--- src/tsoc_pkg.sv ---
// Shared types and constants for the transpose self-organizing key store.
// Holds the transfer structs, controller state and command types.
// Depends on nothing.
`default_nettype none

package tsoc_pkg;

  localparam int unsigned CapacityDef = 8;
  localparam int unsigned KeyBitsDef  = 32;

  localparam logic OpLookup = 1'b0;
  localparam logic OpFlush  = 1'b1;

  typedef struct packed {
    logic        opcode;
    logic [31:0] lookup_key;
  } in_item_t;

  typedef struct packed {
    logic        hit;
    logic [2:0]  final_position;
    logic        evicted;
    logic [31:0] evicted_key;
  } out_item_t;

  typedef enum logic [1:0] {
    StIdle,
    StEval,
    StUpd
  } state_e;

  typedef struct packed {
    logic load;
    logic eval;
    logic commit;
  } ctrl_cmd_t;

endpackage

`default_nettype wire

--- src/tsoc_ctrl.sv ---
// Controller for the key store: sequences accept, compare and write-back,
// and owns the output valid flag. Depends on tsoc_pkg.
`default_nettype none

module tsoc_ctrl (
  input  wire logic               clk_i,
  input  wire logic               rst_ni,
  input  wire logic               in_valid_i,
  output logic                    in_stall_o,
  output logic                    out_valid_o,
  input  wire logic               out_stall_i,
  output tsoc_pkg::ctrl_cmd_t     cmd_o
);

  tsoc_pkg::state_e state_q, state_d;
  logic             out_valid_q, out_valid_d;
  logic             out_free;
  logic             accept;

  always_ff @(posedge clk_i or negedge rst_ni) begin
    if (!rst_ni) begin
      state_q     <= tsoc_pkg::StIdle;
      out_valid_q <= 1'b0;
    end else begin
      state_q     <= state_d;
      out_valid_q <= out_valid_d;
    end
  end

  always_comb begin
    out_free    = !out_valid_q || !out_stall_i;
    in_stall_o  = 1'b1;
    state_d     = state_q;
    cmd_o       = '0;
    case (state_q)
      tsoc_pkg::StIdle: begin
        in_stall_o = 1'b0;
        if (in_valid_i) begin
          state_d = tsoc_pkg::StEval;
        end
      end
      tsoc_pkg::StEval: begin
        cmd_o.eval = 1'b1;
        state_d    = tsoc_pkg::StUpd;
      end
      tsoc_pkg::StUpd: begin
        if (out_free) begin
          cmd_o.commit = 1'b1;
          in_stall_o   = 1'b0;
          state_d      = in_valid_i ? tsoc_pkg::StEval : tsoc_pkg::StIdle;
        end
      end
      default: begin
        state_d = tsoc_pkg::StIdle;
      end
    endcase
    accept      = in_valid_i && !in_stall_o;
    cmd_o.load  = accept;
    out_valid_d = cmd_o.commit ? 1'b1 : (out_valid_q && out_stall_i);
  end

  assign out_valid_o = out_valid_q;

endmodule

`default_nettype wire

--- src/tsoc_dp.sv ---
// Datapath for the key store: slot registers, parallel compare, transpose swap,
// insert, eviction, flush and the result register. Depends on tsoc_pkg.
`default_nettype none

module tsoc_dp #(
  parameter int unsigned CAPACITY = tsoc_pkg::CapacityDef,
  parameter int unsigned KEY_BITS = tsoc_pkg::KeyBitsDef
) (
  input  wire logic                clk_i,
  input  wire logic                rst_ni,
  input  wire tsoc_pkg::ctrl_cmd_t cmd_i,
  input  wire tsoc_pkg::in_item_t  in_data_i,
  output tsoc_pkg::out_item_t      out_data_o
);

  localparam int unsigned IdxW = (CAPACITY > 1) ? $clog2(CAPACITY) : 1;
  localparam int unsigned CntW = $clog2(CAPACITY + 1);
  localparam int unsigned InExtW = 32 + KEY_BITS;

  logic                    op_q;
  logic [KEY_BITS-1:0]     key_q;
  logic [InExtW-1:0]       key_in_ext;
  logic [KEY_BITS-1:0]     slot_q [CAPACITY];
  logic [KEY_BITS-1:0]     slot_d [CAPACITY];
  logic [CntW-1:0]         cnt_q, cnt_d;
  logic [CAPACITY-1:0]     match_q, match_d;
  logic [CAPACITY-1:0]     first;
  logic [IdxW-1:0]         hit_idx;
  logic [IdxW-1:0]         pos_idx;
  logic [IdxW+2:0]         pos_ext;
  logic [InExtW-1:0]       ev_ext;
  logic                    hit;
  logic                    full;
  logic                    flush;
  tsoc_pkg::out_item_t     res_q, res_d;

  assign key_in_ext = InExtW'(in_data_i.lookup_key);

  always_ff @(posedge clk_i) begin
    if (cmd_i.load) begin
      op_q  <= in_data_i.opcode;
      key_q <= key_in_ext[KEY_BITS-1:0];
    end
    if (cmd_i.eval) begin
      match_q <= match_d;
    end
    if (cmd_i.commit) begin
      res_q <= res_d;
    end
    slot_q <= slot_d;
  end

  always_ff @(posedge clk_i or negedge rst_ni) begin
    if (!rst_ni) begin
      cnt_q <= '0;
    end else begin
      cnt_q <= cnt_d;
    end
  end

  always_comb begin
    for (int i = 0; i < CAPACITY; i++) begin
      match_d[i] = (slot_q[i] == key_q) && (CntW'(i) < cnt_q);
    end
  end

  always_comb begin
    flush   = (op_q == tsoc_pkg::OpFlush);
    first   = match_q & ((~match_q) + CAPACITY'(1));
    hit     = |match_q;
    full    = (cnt_q == CntW'(CAPACITY));
    hit_idx = '0;
    for (int i = 0; i < CAPACITY; i++) begin
      if (first[i]) begin
        hit_idx = hit_idx | IdxW'(i);
      end
    end

    if (hit) begin
      pos_idx = (hit_idx == '0) ? '0 : hit_idx - IdxW'(1);
    end else if (!full) begin
      pos_idx = IdxW'(cnt_q);
    end else begin
      pos_idx = IdxW'(CAPACITY - 1);
    end
    pos_ext = (IdxW + 3)'(pos_idx);
    ev_ext  = InExtW'(slot_q[CAPACITY-1]);

    slot_d = slot_q;
    cnt_d  = cnt_q;
    res_d  = '0;
    if (cmd_i.commit) begin
      if (flush) begin
        cnt_d = '0;
      end else begin
        res_d.hit            = hit;
        res_d.final_position = pos_ext[2:0];
        res_d.evicted        = !hit && full;
        res_d.evicted_key    = (!hit && full) ? ev_ext[31:0] : '0;
        for (int i = 0; i < CAPACITY; i++) begin
          if (hit) begin
            if (i < CAPACITY - 1) begin
              if (first[(i + 1) % CAPACITY]) begin
                slot_d[i] = slot_q[(i + 1) % CAPACITY];
              end
            end
            if (i > 0) begin
              if (first[i]) begin
                slot_d[i] = slot_q[(i + CAPACITY - 1) % CAPACITY];
              end
            end
          end else if (!full) begin
            if (cnt_q == CntW'(i)) begin
              slot_d[i] = key_q;
            end
          end else if (i == CAPACITY - 1) begin
            slot_d[i] = key_q;
          end
        end
        if (!hit && !full) begin
          cnt_d = cnt_q + CntW'(1);
        end
      end
    end
  end

  assign out_data_o = res_q;

endmodule

`default_nettype wire

--- src/transpose_self_organizing_cache_core.sv ---
// Transpose self-organizing key store, top level. Each item taken goes
// through the registered parallel compare, then the write-back, which registers
// its result and waits while the output stalls; no new item is taken before it.
// Reset clears the controller, the output valid flag and the fill count;
// key slots are not cleared and hold their contents until written.
// Depends on tsoc_pkg, tsoc_ctrl and tsoc_dp.
`default_nettype none

module transpose_self_organizing_cache_core #(
  parameter int unsigned CAPACITY = tsoc_pkg::CapacityDef,
  parameter int unsigned KEY_BITS = tsoc_pkg::KeyBitsDef
) (
  input  wire logic               clk_i,
  input  wire logic               rst_ni,
  input  wire logic               in_valid_i,
  output logic                    in_stall_o,
  input  wire tsoc_pkg::in_item_t in_data_i,
  output logic                    out_valid_o,
  input  wire logic               out_stall_i,
  output tsoc_pkg::out_item_t     out_data_o
);

  tsoc_pkg::ctrl_cmd_t cmd;

  tsoc_ctrl u_ctrl (
    .clk_i       (clk_i),
    .rst_ni      (rst_ni),
    .in_valid_i  (in_valid_i),
    .in_stall_o  (in_stall_o),
    .out_valid_o (out_valid_o),
    .out_stall_i (out_stall_i),
    .cmd_o       (cmd)
  );

  tsoc_dp #(
    .CAPACITY (CAPACITY),
    .KEY_BITS (KEY_BITS)
  ) u_dp (
    .clk_i      (clk_i),
    .rst_ni     (rst_ni),
    .cmd_i      (cmd),
    .in_data_i  (in_data_i),
    .out_data_o (out_data_o)
  );

endmodule

`default_nettype wire
--- config.mk ---
export PLATFORM = sky130hd
export DESIGN_NAME = transpose_self_organizing_cache_core
export DESIGN_NICKNAME = d
export VERILOG_FILES = /design/src/tsoc_pkg.sv /design/src/tsoc_ctrl.sv /design/src/tsoc_dp.sv /design/src/transpose_self_organizing_cache_core.sv
export SDC_FILE = /design/constraint.sdc
export NUM_CORES = 1
export LEC_CHECK = 0
export BUFFER_PORTS_ARGS = -buffer_cell sky130_fd_sc_hd__buf_2
export CAP_MARGIN = 15
export CORE_MARGIN = 5
export CORE_UTILIZATION = 35
export CTS_BUF_LIST = sky130_fd_sc_hd__clkbuf_2 sky130_fd_sc_hd__clkbuf_4 sky130_fd_sc_hd__clkbuf_8
export DETAILED_ROUTE_END_ITERATION = 10
export SLEW_MARGIN = 10
export SYNTH_ARGS = -nofsm -noshare
export SYNTH_HDL_FRONTEND = slang
export SYNTH_HIERARCHICAL = 1
export SYNTH_SLANG_ARGS = --single-unit
--- constraint.sdc ---
create_clock -name clk_i -period 7.93 [get_ports clk_i]
set_clock_uncertainty 0.2 [all_clocks]
set_input_delay 0.3965 -clock clk_i [delete_from_list [all_inputs] [get_ports clk_i]]
set_output_delay 0.3965 -clock clk_i [all_outputs]
set_load 0.05 [all_outputs]
## Yosys cells after proc, flatten, opt, wreduce, memory -nomap -nowiden

Cells that the tools add are included.

| storage, ports and cells | value |
|---|---|
| input port bits | 37 |
| output and inout bits | 39 |
| flip-flop bits (word level) | 341 |

| cells by class | value |
|---|---|
| reduce and logical (&&, ||, !) cells | 42 |
| $add $sub $neg | 3 |
| equality and inequality tests | 29 |
| bitwise gates (word level) | 4 |
| magnitude comparators | 8 |
| mux-type cells | 60 |

Operators with widths:

| cell | count |
|---|---|
| $mux W32 | 38 |
| $eq A32 B32 Y1 | 8 |
| $reduce_and A5 Y1 | 7 |
| $mux W3 | 7 |
| $ne A3 B1 Y1 const B | 6 |
| $eq A4 B3 Y1 const B | 4 |
| $lt A3 B4 Y1 const A | 4 |
| $reduce_bool A2 Y1 | 8 |
| $logic_and A1 B1 Y1 | 12 |
| $add A8 B1 Y8 const B | 1 |
| $and A8 B8 Y8 | 1 |
| $eq A4 B2 Y1 const B | 2 |
| $lt A1 B4 Y1 const A | 2 |
| $lt A2 B4 Y1 const A | 2 |
| $mux W2 | 4 |
| $mux W4 | 2 |
| $ne A2 B1 Y1 const B | 4 |
| $not A8 Y8 | 1 |
| $reduce_or A8 Y1 | 1 |
| $mux W1 | 7 |
| $pmux W2 S3 | 1 |
| $logic_not A1 Y1 | 5 |
| $add A4 B1 Y4 const B | 1 |
| $eq A4 B1 Y1 const B | 1 |
| 15 further kinds | 17 |

## Longest topological paths before layout

Gate-level depths: netlist of run 1.

| depth | value |
|---|---|
| depth in word-level cells | 13 |
| mapped depth | 7 |

## Hierarchy

Netlist of run 1, hierarchy kept.

By module, submodules not included:

| module | area each (um^2) | seq. area each (um^2) | times used | cells each |
|---|---|---|---|---|
| tsoc_dp | 17640.7 | 10129.7 | 1 | 1692 |
| tsoc_ctrl | 155.1 | 75.1 | 1 | 15 |

## Worst setup path after synthesis of run 1

OpenSTA, ideal clock, no wires.

| timing | value |
|---|---|
| path type | register -> register |
| from | reg u_ctrl.out_valid_q (netlist: u_ctrl/out_valid_o) |
| to | reg u_dp.slot_q (netlist bit u_dp/ev_ext[0]) (enable) |
| stages on the path, launching flop included | 4 |
| setup time | 502 ps |
| arrival | 6109 ps |
| period minus slack after synthesis | 6811 ps |
| slack | 1119 ps |
| path buffers | 0 |
| cell sequence | dfrtp_1 a21oi_1 nand2_1 nor4_1 |

RTL lines:

| element | RTL line | source |
|---|---|---|
| from (decl) | tsoc_ctrl.sv:16 | `logic out_valid_q, out_valid_d;` |
| from (signal assigned) | tsoc_ctrl.sv:26 | `out_valid_q <= out_valid_d;` |
| to (signal assigned) | tsoc_dp.sv:50 | `slot_q <= slot_d;` |
| to (decl) | tsoc_dp.sv:23 | `logic [KEY_BITS-1:0] slot_q [CAPACITY];` |

## Worst setup path in the final report of run 1

| timing | value |
|---|---|
| from | reg u_dp.match_q[1] |
| to | reg u_dp/slot_q[194] (netlist name) (enable) |

| between the ends | value |
|---|---|
| cells in the longest elaborated chain, start to end | 5 |

Ends and longest elaborated chain:

| element | RTL line | source |
|---|---|---|
| from (decl) | tsoc_dp.sv:26 | `logic [CAPACITY-1:0] match_q, match_d;` |
| from (signal assigned) | tsoc_dp.sv:45 | `match_q <= match_d;` |
| $not A8 Y8 | tsoc_dp.sv:69 | `first = match_q & ((~match_q) + CAPACITY'(1));` |
| $add A8 B1 Y8 | tsoc_dp.sv:69 |  |
| $and A8 B8 Y8 | tsoc_dp.sv:69 |  |
| $ne A3 B1 Y1 (no source line) | -- |  |
| $reduce_and A5 Y1 (no source line) * | -- |  |

Mark *: on every way between the ends. The rest lies on a longest branch, timed or not.
A chain may end at the register's enable or synchronous reset.

==> out/metrics.yaml, run 1 <==
critical_path:
  path_depth: 6
  crit_start: "u_dp/match_q[1]"
  path_common_cell: "buf_4"
  reg2reg_to: "u_dp/slot_q[194]"
  arrival_ns: 4.13
  cpPeakStageDelay_ns: 0.81
  start_kind: "register"
  cp-end-kind: "register"
  crit_type: "reg2reg"
  r2r_start: "u_dp/match_q[1]"
  reg2regPathDepth: 6
  path_delay_family: "simple AND/OR/NAND/NOR gates"
  cp_max_fo: 92
  crit_path_end: "u_dp/slot_q[194]"
  crit_chain: "nor4_4 -> nand3_4 -> buf_4 -> a21oi_1 -> a311oi_4 -> buf_4"
  critical_path_required_ns: 8.08
  crit_buf_inv: 2
  r2r_slack_ns: 3.95
  crit_path_top_delay_cell: "nand3_4"
timing:
  slew_viol_final: 0
  rsz0062_at_grt: "no"
  worst_slew_pin_slew_ns: 1.13
  hold_viol: 0
  fin_tns_setup_ns: 0
  fin_crit_sh_pct: 50.2
  worst_slack_ns: 3.95
  fmax_ghz: 0.251
  fin_crit_ns: 3.98
  relSlewSlack_pct: 24.6
  setup_violations: 0
grt:
  grt_antenna_before_repair: 0
  grt_max_degree: 93
  grt_overflow: 0
  grt_pass1_wl_mm: 94.8
  grtUsageTotal_pct: 22.8
  grt_pass1_vias: 13400
outcome:
  status: "complete, no violations"
placement:
  dp.cells: 2363
  place_area_um2: 18800
  hpwl_mm: 45.7
  dpl_worst_slack_ns: 4.06
  gp_congestion: 0.955
  port_buffers: 75
floorplan:
  fp.coreArea_um2: 50300
  ioPinCount: 76
  rows: 82
  dieHeight_um: 235
  chipWidth_um: 235
  dieArea_um2: 55500
  initial_core_util_pct: 35.4
clock_tree:
  clk_latency_ns: 0.67
  cts_made_buffers: 60
  cts_setup_buffers: 0
  clock_sinks: 341
  clockBufferDepth: 3
  clk_pin_slew_ns: 0.06
  tritoncts: "done"
  cts_max_level: 2
  cts_root_buf: "clkbuf_8"
finish:
  fin_cells: 2512
  design_area_um2: 20300
  final_util_pct: 40.4
  fin_nets: 1833
  n_antenna_cell: 0
  drive_above_1_share_pct: 12.2
  area_growth_pct: 14.2
routing:
  antenna_left: 0
  first_iter_violations: 2449
  drc: 0
  drt-pass1-iter-count: 6
  wl_mm: 66.3
  vias: 14400
  routedWlPerCell_um: 26.4
  viasPerCell: 5.75
synthesis:
  postSynthAreaPerCell_um2: 10.4
  synth_seq_cells: 341
  synthesis.area_um2: 17800
  synth.distinct_cells: 55
  synthTopCellsByCount: "nand2_1, edfxtp_1, a31oi_1"
  yosysMostFrequentCell: "nand2_1"
  synth_top_area_share_pct: 56.4
  synth_seq_area_share_pct: 57.3
  ys.flop_type: "edfxtp_1"
  synth.area.top_cells: "edfxtp_1, nand2_1, xor2_1"
  synth_edf_count: 334
  synthArstFlopShare_pct: 2.05
  synth_nets: 1749
  synth_top_area_cell: "edfxtp_1"
  ys_warn_count: 6
  syn-instance-count: 1707
power:
  ir_drop_v: 0.000114
  p_leak_nw: 7.46
  power.density_nw_per_um2: 200
min_path:
  min_from: "in_data_i[30]"
  min_path_cells: 2
  hp-class: "in2reg"
job:
  drv_cap: 0
-- layer usage --
| metal | vias up | routed length (um) | global-route usage, % |
|---|---|---|---|
| met5 | - | 0 | 0 |
| met4 | 0 | 2740 | 9.18 |
| met3 | 135 | 8330 | 5.58 |
| met2 | 1011 | 28200 | 33.3 |
| met1 | 7039 | 27000 | 32.8 |
| li1 | 6250 | - | - |
-- worst min path at each step --
stage,slack [ns],end
floorplan,-0.1,u_ctrl/out_valid_o
global placement,0.04,u_ctrl/state_q[0]
detailed placement,0.04,u_ctrl/state_q[0]
CTS,0.19,u_dp/key_q[5]
global route,0.22,u_dp/key_q[6]
finish,0.24,u_dp/key_q[30]
-- logic make-up after synthesis --
| logic type | count (synthesis) | synth area share (%) |
|---|---|---|
| fa+ha+maj | 5 | 0.352 |
| mux | 1 | 0.0633 |
| buf+inv | 127 | 3.30 |
| simple gates | 742 | 17.9 |
| flops | 341 | 57.3 |
| xor+xnor | 252 | 12.4 |
| compound gates | 239 | 8.66 |
-- cell usage in the layout, fill, tap and decap left out, types with 2 or more instances in the layout --
master / Yosys / final
and2_1: 33 / 34
xor2_1: 184 / 184
a31oi_1: 196 / 196
nor4_1: 49 / 48
a22o_1: 2 / 2
clkinv_2: 0 / 10
nor3_2: 2 / 2
nor2_1: 45 / 43
a21oi_1: 12 / 10
edfxtp_1: 334 / 334
nand2b_1: 3 / 2
nor2b_1: 2 / 2
clkbuf_4: 0 / 22
inv_1: 11 / 11
a2111oi_0: 2 / 2
nor3_1: 8 / 6
or4_1: 2 / 2
clkbuf_8: 0 / 61
a311oi_4: 0 / 4
nand2_1: 550 / 550
a21oi_4: 0 / 2
or2_2: 4 / 4
nor3_4: 1 / 3
ha_1: 5 / 5
o2111ai_1: 2 / 2
clkinvlp_4: 0 / 2
nand3_1: 9 / 9
o21ai_0: 7 / 7
clkinv_1: 0 / 15
dfrtp_1: 7 / 7
nand4_1: 24 / 24
buf_4: 6 / 25
nor2_2: 1 / 2
dlygate4sd3_1: 0 / 38
nand3b_1: 2 / 2
buf_2: 33 / 75
xnor2_1: 68 / 68
-- metrics by stage --
step	hold slack [ns]	power [mW]
after CTS	0.187	4.10
final	0.238	4.07
after global routing	0.222	4.21
after floorplan	-0.0991	2.34
after detailed placement	0.0376	2.49
after global placement	0.0373	2.48
-- state kept, by name (all words and copies together) (netlist names) --
| signal | flops |
|---|---|
| u_dp/key_q | 32 |
| u_dp/slot_q | 224 |
| u_dp/out_data_o | 37 |
| u_ctrl/out_valid_o | 1 |
| u_dp/cnt_q | 4 |
| u_dp/ev_ext | 32 |
| u_dp/match_q | 8 |
| u_dp/flush | 1 |
| u_ctrl/state_q | 2 |
-- power by group --
| group | internal, mW | total, mW | switching (mW) |
|---|---|---|---|
| Clock | 0.848 | 1.60 | 0.751 |
| Sequential | 2.02 | 2.11 | 0.0854 |
| Combinational | 0.116 | 0.362 | 0.246 |
-- timing repair --
action,in CTS,in global routing
endpoints found under the hold margin,43,0
resized for setup,0,0
hold buffers,38,0
-- cell type report --
type / instances / area, um^2
fillers: 4966 / 29900
flip-flops and latches: 341 / 10200
multi-input cells: 1239 / 7140
clock buffers: 83 / 1000
repair buffers: 138 / 943
well taps: 672 / 841
clock inverters: 28 / 151
inverters: 11 / 41.3
No activity file was read; power rests on OpenSTA's default activity.
==> run 2, diff against run 1 <==
--- a/config.mk
+++ b/config.mk
@@ -5,6 +5,7 @@
 export SDC_FILE = /design/constraint.sdc
 export NUM_CORES = 1
 export LEC_CHECK = 0
+export ABC_AREA = 1
 export BUFFER_PORTS_ARGS = -buffer_cell sky130_fd_sc_hd__buf_2
 export CAP_MARGIN = 15
 export CORE_MARGIN = 5
==> constraint.sdc (replaced) <==
create_clock -name clk_i -period 3.9 [get_ports clk_i]
set_clock_uncertainty 0.2 [all_clocks]
set_input_delay 0.195 -clock clk_i [delete_from_list [all_inputs] [get_ports clk_i]]
set_output_delay 0.195 -clock clk_i [all_outputs]
set_load 0.05 [all_outputs]
==> run 2 against run 1 <==
Net effect: clock-buffer cell count rose by 3; total power is 110% higher; via count up 14%; highest routed layer is now met5; synthesized cell count up 23%; sequential power increased by 100%.
==> out/metrics.yaml, run 2 <==
critical_path:
  crit_type: "reg2reg"
  arrival_ns: 3.44
  cp-end-kind: "register"
  cp_max_fo: 53
  start_kind: "register"
  critical_path_required_ns: 4.00
clock_tree:
  clockBufferDepth: 3
  post_cts_resized: 0
  clk_pin_slew_ns: 0.06
  clk_latency_ns: 0.68
  cts_setup_buffers: 0
  clock_sinks: 341
  cts_root_buf: "clkbuf_8"
  tritoncts: "done"
  cts_max_level: 2
  cts_made_buffers: 60
  cts_hold_buf: 52
power:
  power_mw: 8.44
  ir_drop_v: 0.000216
  p_leak_nw: 8.33
  power.density_nw_per_um2: 398
timing:
  whs_ns: 0.0359
  slew_viol_final: 0
  relSlewSlack_pct: 38.5
  worst_slack_ns: 0.560
  fmax_ghz: 0.299
  fin_tns_setup_ns: 0
  fin_crit_sh_pct: 85.6
  hold_viol: 0
  setup_violations: 0
  fin_crit_ns: 3.34
  rsz0062_at_grt: "no"
  worst_slew_pin_slew_ns: 0.923
floorplan:
  dieHeight_um: 239
  dieArea_um2: 57100
  fp.coreArea_um2: 52200
  initial_core_util_pct: 35.2
  chipWidth_um: 239
  rows: 84
  ioPinCount: 76
outcome:
  status: "complete, no violations"
synthesis:
  synth_top_area_share_pct: 54.6
  synthArstFlopShare_pct: 2.05
  synth_edf_count: 334
  synth_seq_area_share_pct: 55.6
  synth.area.top_cells: "edfxtp_1, o21ai_0, nand2_1"
  synth_seq_cells: 341
  ys.flop_type: "edfxtp_1"
  synth_top_area_cell: "edfxtp_1"
  syn-instance-count: 2100
  synth_nets: 2142
  synthTopCellsByCount: "o21ai_0, nand2_1, edfxtp_1"
  ys_warn_count: 6
  yosysMostFrequentCell: "o21ai_0"
  synthesis.area_um2: 18400
  postSynthAreaPerCell_um2: 8.74
  synth.distinct_cells: 31
grt:
  grt_antenna_before_repair: 2
  grt_pass1_wl_mm: 107
  grtUsageTotal_pct: 25.6
  grt_pass1_vias: 15500
  grt_overflow: 0
  grt_max_degree: 126
finish:
  final_common_cell: "o21ai_0"
  fillers: 5286
  largest_reg_flops: 224
  drive_above_1_share_pct: 10.0
  layout_common_cells: "o21ai_0, nand2_1, edfxtp_1, nor2_1, inv_1"
  ff_latch_area_um2: 10200
  largest-register: "u_dp/slot_q"
  final_util_pct: 40.6
  multi_input_area_um2: 7050
  fin_cells: 2943
  fin_nets: 2254
  design_area_um2: 21200
  n_antenna_cell: 0
  area_growth_pct: 15.5
placement:
  port_buffers: 75
  hpwl_mm: 53.4
  dp.cells: 2786
  dpl_worst_slack_ns: 0.675
  gp_congestion: 1.05
  place_area_um2: 19500
min_path:
  hp-class: "in2reg"
routing:
  vias: 16500
  viasPerCell: 5.60
  antenna_left: 0
  first_iter_violations: 2412
  drt-pass1-iter-count: 6
  drc: 0
  wl_mm: 75.3
  routedWlPerCell_um: 25.6
job:
  drv_cap: 0
[run 2: cell count changes after synthesis, sizes merged, moves of 19 or more]
cell / delta
xor2: -105
a31oi: -192
and2: -34
nand2: -93
o21ai: +496
xnor2: -41
inv: +187
o31ai: +20
nor2: +220
buf: -19
nor4: -49
[run 2: metal layers]
layer	global-route usage (%)	vias up	routed length, um
li1	-	7288	-
met1	35.8	8031	30800
met2	39.0	996	32900
met3	5.16	178	8070
met4	10.7	2	3530
met5	0	-	10
[run 2: cell type report]
class,instances,share of cell area [%]
inverter,198,3.51
clock buffer,86,5.02
timing repair buffer,157,5.41
tap,688,4.06
multi-input combinational,1454,33.2
sequential,341,48.1
clock inverter,19,0.637
[run 2: worst paths after layout]
path / cells after the start / endpoint / from / slack (ns)
worst min-delay path: 2 / u_dp/key_q[1] / in_data_i[1] / 0.04
min in group asynchronous: 3 / u_dp/cnt_q[1] / rst_ni / 0.30
max in group asynchronous: 3 / u_ctrl/out_valid_o / rst_ni / 2.95
worst max register to register: 8 / u_dp/slot_q[131] / u_dp/match_q[1] / 0.56
worst min register to register: 2 / u_ctrl/state_q[0] / u_ctrl/state_q[0] / 0.38
worst max-delay path: 8 / u_dp/slot_q[131] / u_dp/match_q[1] / 0.56
[run 2: report_power, final]
| part | internal, mW | total [mW] | switching, mW |
|---|---|---|---|
| sequential | 4.11 | 4.24 | 0.130 |
| clock | 1.87 | 3.41 | 1.55 |
| combinational | 0.222 | 0.786 | 0.564 |
[run 2: logic make-up after synthesis]
family,count (synthesis),synth area share (%)
xor+xnor,106,5.06
buf+inv,305,6.62
compound gates,552,15.5
simple gates,791,16.9
flops,341,55.6
fa+ha+maj,5,0.341
[run 2: critical path: stages (launching register included)]
cell and delay (ns):
edfxtp_1 0.42, nor2_2 0.08, nand2_2 0.13, nor2_4 0.11, inv_2 0.48, buf_4 0.60, a21oi_1 0.15, nor3_4 0.18
buf_4 0.54
==> run 3, diff against run 2 <==
--- a/config.mk
+++ b/config.mk
@@ -12,6 +12,7 @@
 export CORE_UTILIZATION = 35
 export CTS_BUF_LIST = sky130_fd_sc_hd__clkbuf_2 sky130_fd_sc_hd__clkbuf_4 sky130_fd_sc_hd__clkbuf_8
 export DETAILED_ROUTE_END_ITERATION = 10
+export GPL_TIMING_DRIVEN = 0
 export SLEW_MARGIN = 10
 export SYNTH_ARGS = -nofsm -noshare
 export SYNTH_HDL_FRONTEND = slang
==> run 3 against run 2 <==
Net effect: register-to-register slack got worse by 0.55 ns; global-route usage grew 3.0 points; first-iteration DRC count increased by 6.4%; routed wire length rose by 12%; fmax shrank 14%.
==> out/metrics.yaml, run 3 (synthesis gave the netlist of run 2 again) <==
outcome:
  status: "complete, no violations"
timing:
  worst_slew_pin_slew_ns: 1.18
  fin_tns_setup_ns: 0
  fin_crit_sh_pct: 99.7
  rsz0062_at_grt: "no"
  whs_ns: 0.0338
  hold_viol: 0
  setup_violations: 0
  worst_slack_ns: 0.0129
  slew_viol_final: 0
  relSlewSlack_pct: 21.6
  fmax_ghz: 0.257
  fin_crit_ns: 3.89
finish:
  final_common_cell: "o21ai_0"
  drive_above_1_share_pct: 9.58
  largest-register: "u_dp/slot_q"
  design_area_um2: 21800
  layout_common_cells: "o21ai_0, nand2_1, edfxtp_1, nor2_1, inv_1"
  largest_reg_flops: 224
  area_growth_pct: 18.6
  n_antenna_cell: 0
  fin_nets: 2353
grt:
  grt_overflow: 0
  grtUsageTotal_pct: 28.6
  grt_antenna_before_repair: 1
  grt_max_degree: 34
  grt_pass1_wl_mm: 116
  grt_pass1_vias: 15800
clock_tree:
  clk_latency_ns: 0.69
  tritoncts: "done"
  cts_max_level: 2
  clockBufferDepth: 3
  cts_made_buffers: 61
  cts_root_buf: "clkbuf_8"
  clk_pin_slew_ns: 0.06
  post_cts_resized: 0
  clock_sinks: 341
floorplan:
  chipWidth_um: 239
  fp.coreArea_um2: 52200
  ioPinCount: 76
  rows: 84
  dieArea_um2: 57100
  dieHeight_um: 239
  initial_core_util_pct: 35.2
routing:
  routedWlPerCell_um: 27.6
  antenna_left: 0
  vias: 17100
  wl_mm: 84.1
  first_iter_violations: 2566
  viasPerCell: 5.63
  drt-pass1-iter-count: 5
  drc: 0
placement:
  dpl_worst_slack_ns: -0.370
  port_buffers: 75
  hpwl_mm: 65.8
  place_area_um2: 19900
  gp_congestion: 1.05
critical_path:
  reg2regPathDepth: 9
  critical_path_required_ns: 4.07
  cpPeakStageDelay_ns: 0.82
  arrival_ns: 4.06
  crit_path_top_delay_cell: "clkbuf_1"
  cp_max_fo: 14
  cp-end-kind: "register"
  r2r_slack_ns: 0.01
  crit_buf_inv: 4
  r2r_start: "u_dp/match_q[1]"
  path_delay_family: "buffers and inverters"
  crit_chain: "nor2_2 -> nand2_2 -> nor2_4 -> buf_6 -> inv_2 -> clkbuf_1 -> a31oi_1 -> nor3_4 -> buf_8"
  reg2reg_to: "u_dp/slot_q[217]"
  start_kind: "register"
  crit_type: "reg2reg"
min_path:
  min_path_cells: 2
  min_to: "u_dp/key_q[30]"
  min_from: "in_data_i[30]"
  hp-class: "in2reg"
power:
  p_leak_nw: 8.54
  ir_drop_v: 0.000204
  power.density_nw_per_um2: 397
job:
  drv_cap: 0
==> run 3: worst max-delay path by stage <==
stage / start / end / depth (start not counted) / slack [ns]
after floorplan: u_ctrl/out_valid_o / u_dp/slot_q[224] / 5 / 0.01
after global placement: u_dp/match_q[1] / u_dp/slot_q[188] / 5 / -1.93
after detailed placement: u_dp/match_q[1] / u_dp/slot_q[164] / 8 / -0.37
after CTS: u_dp/match_q[1] / u_dp/slot_q[164] / 11 / 0.13
after global routing: u_ctrl/state_q[0] / u_dp/slot_q[193] / 8 / 0.01
final: u_dp/match_q[1] / u_dp/slot_q[217] / 9 / 0.01
==> run 3: what timing repair did <==
action                                 in CTS  in global routing
gates cloned                                1                  0
pin swaps                                   0                  1
setup endpoints to repair                  61                  4
endpoints found under the hold margin      80                  0
hold buffers                               60                  0
setup buffers                               0                  1
==> run 3: per-stage QoR <==
step,power [mW],util (%),cells
floorplan,4.72,-,2100
global placement,5.08,37.6,2863
detailed placement,5.10,38.1,2875
CTS,8.70,41.7,3045
global route,8.92,41.7,3046
finish,8.65,41.7,3046
==> run 3: per-layer routing <==
layer  track usage, %  routed length (um)  vias to the layer above
met2             42.3               35700                     1225
li1                 -                   -                     7516
met4             18.2                6290                        0
met5                0                   0                        -
met1             38.6               32800                     8179
met3             5.38                9330                      223
==> run 3: final cells by class <==
class | count | area (um^2)
clock inverter | 31 | 260
fill | 5296 | 30500
sequential | 341 | 10200
timing repair buffer | 148 | 1220
multi-input combinational | 1455 | 7040
tap | 688 | 861
buffer | 106 | 469
clock buffer | 79 | 987
inverter | 198 | 743
==> run 3: power by group <==
| group | internal, mW | total (mW) | switching, mW |
|---|---|---|---|
| clock network | 1.97 | 3.55 | 1.58 |
| registers | 4.11 | 4.17 | 0.0542 |
| logic | 0.240 | 0.931 | 0.691 |
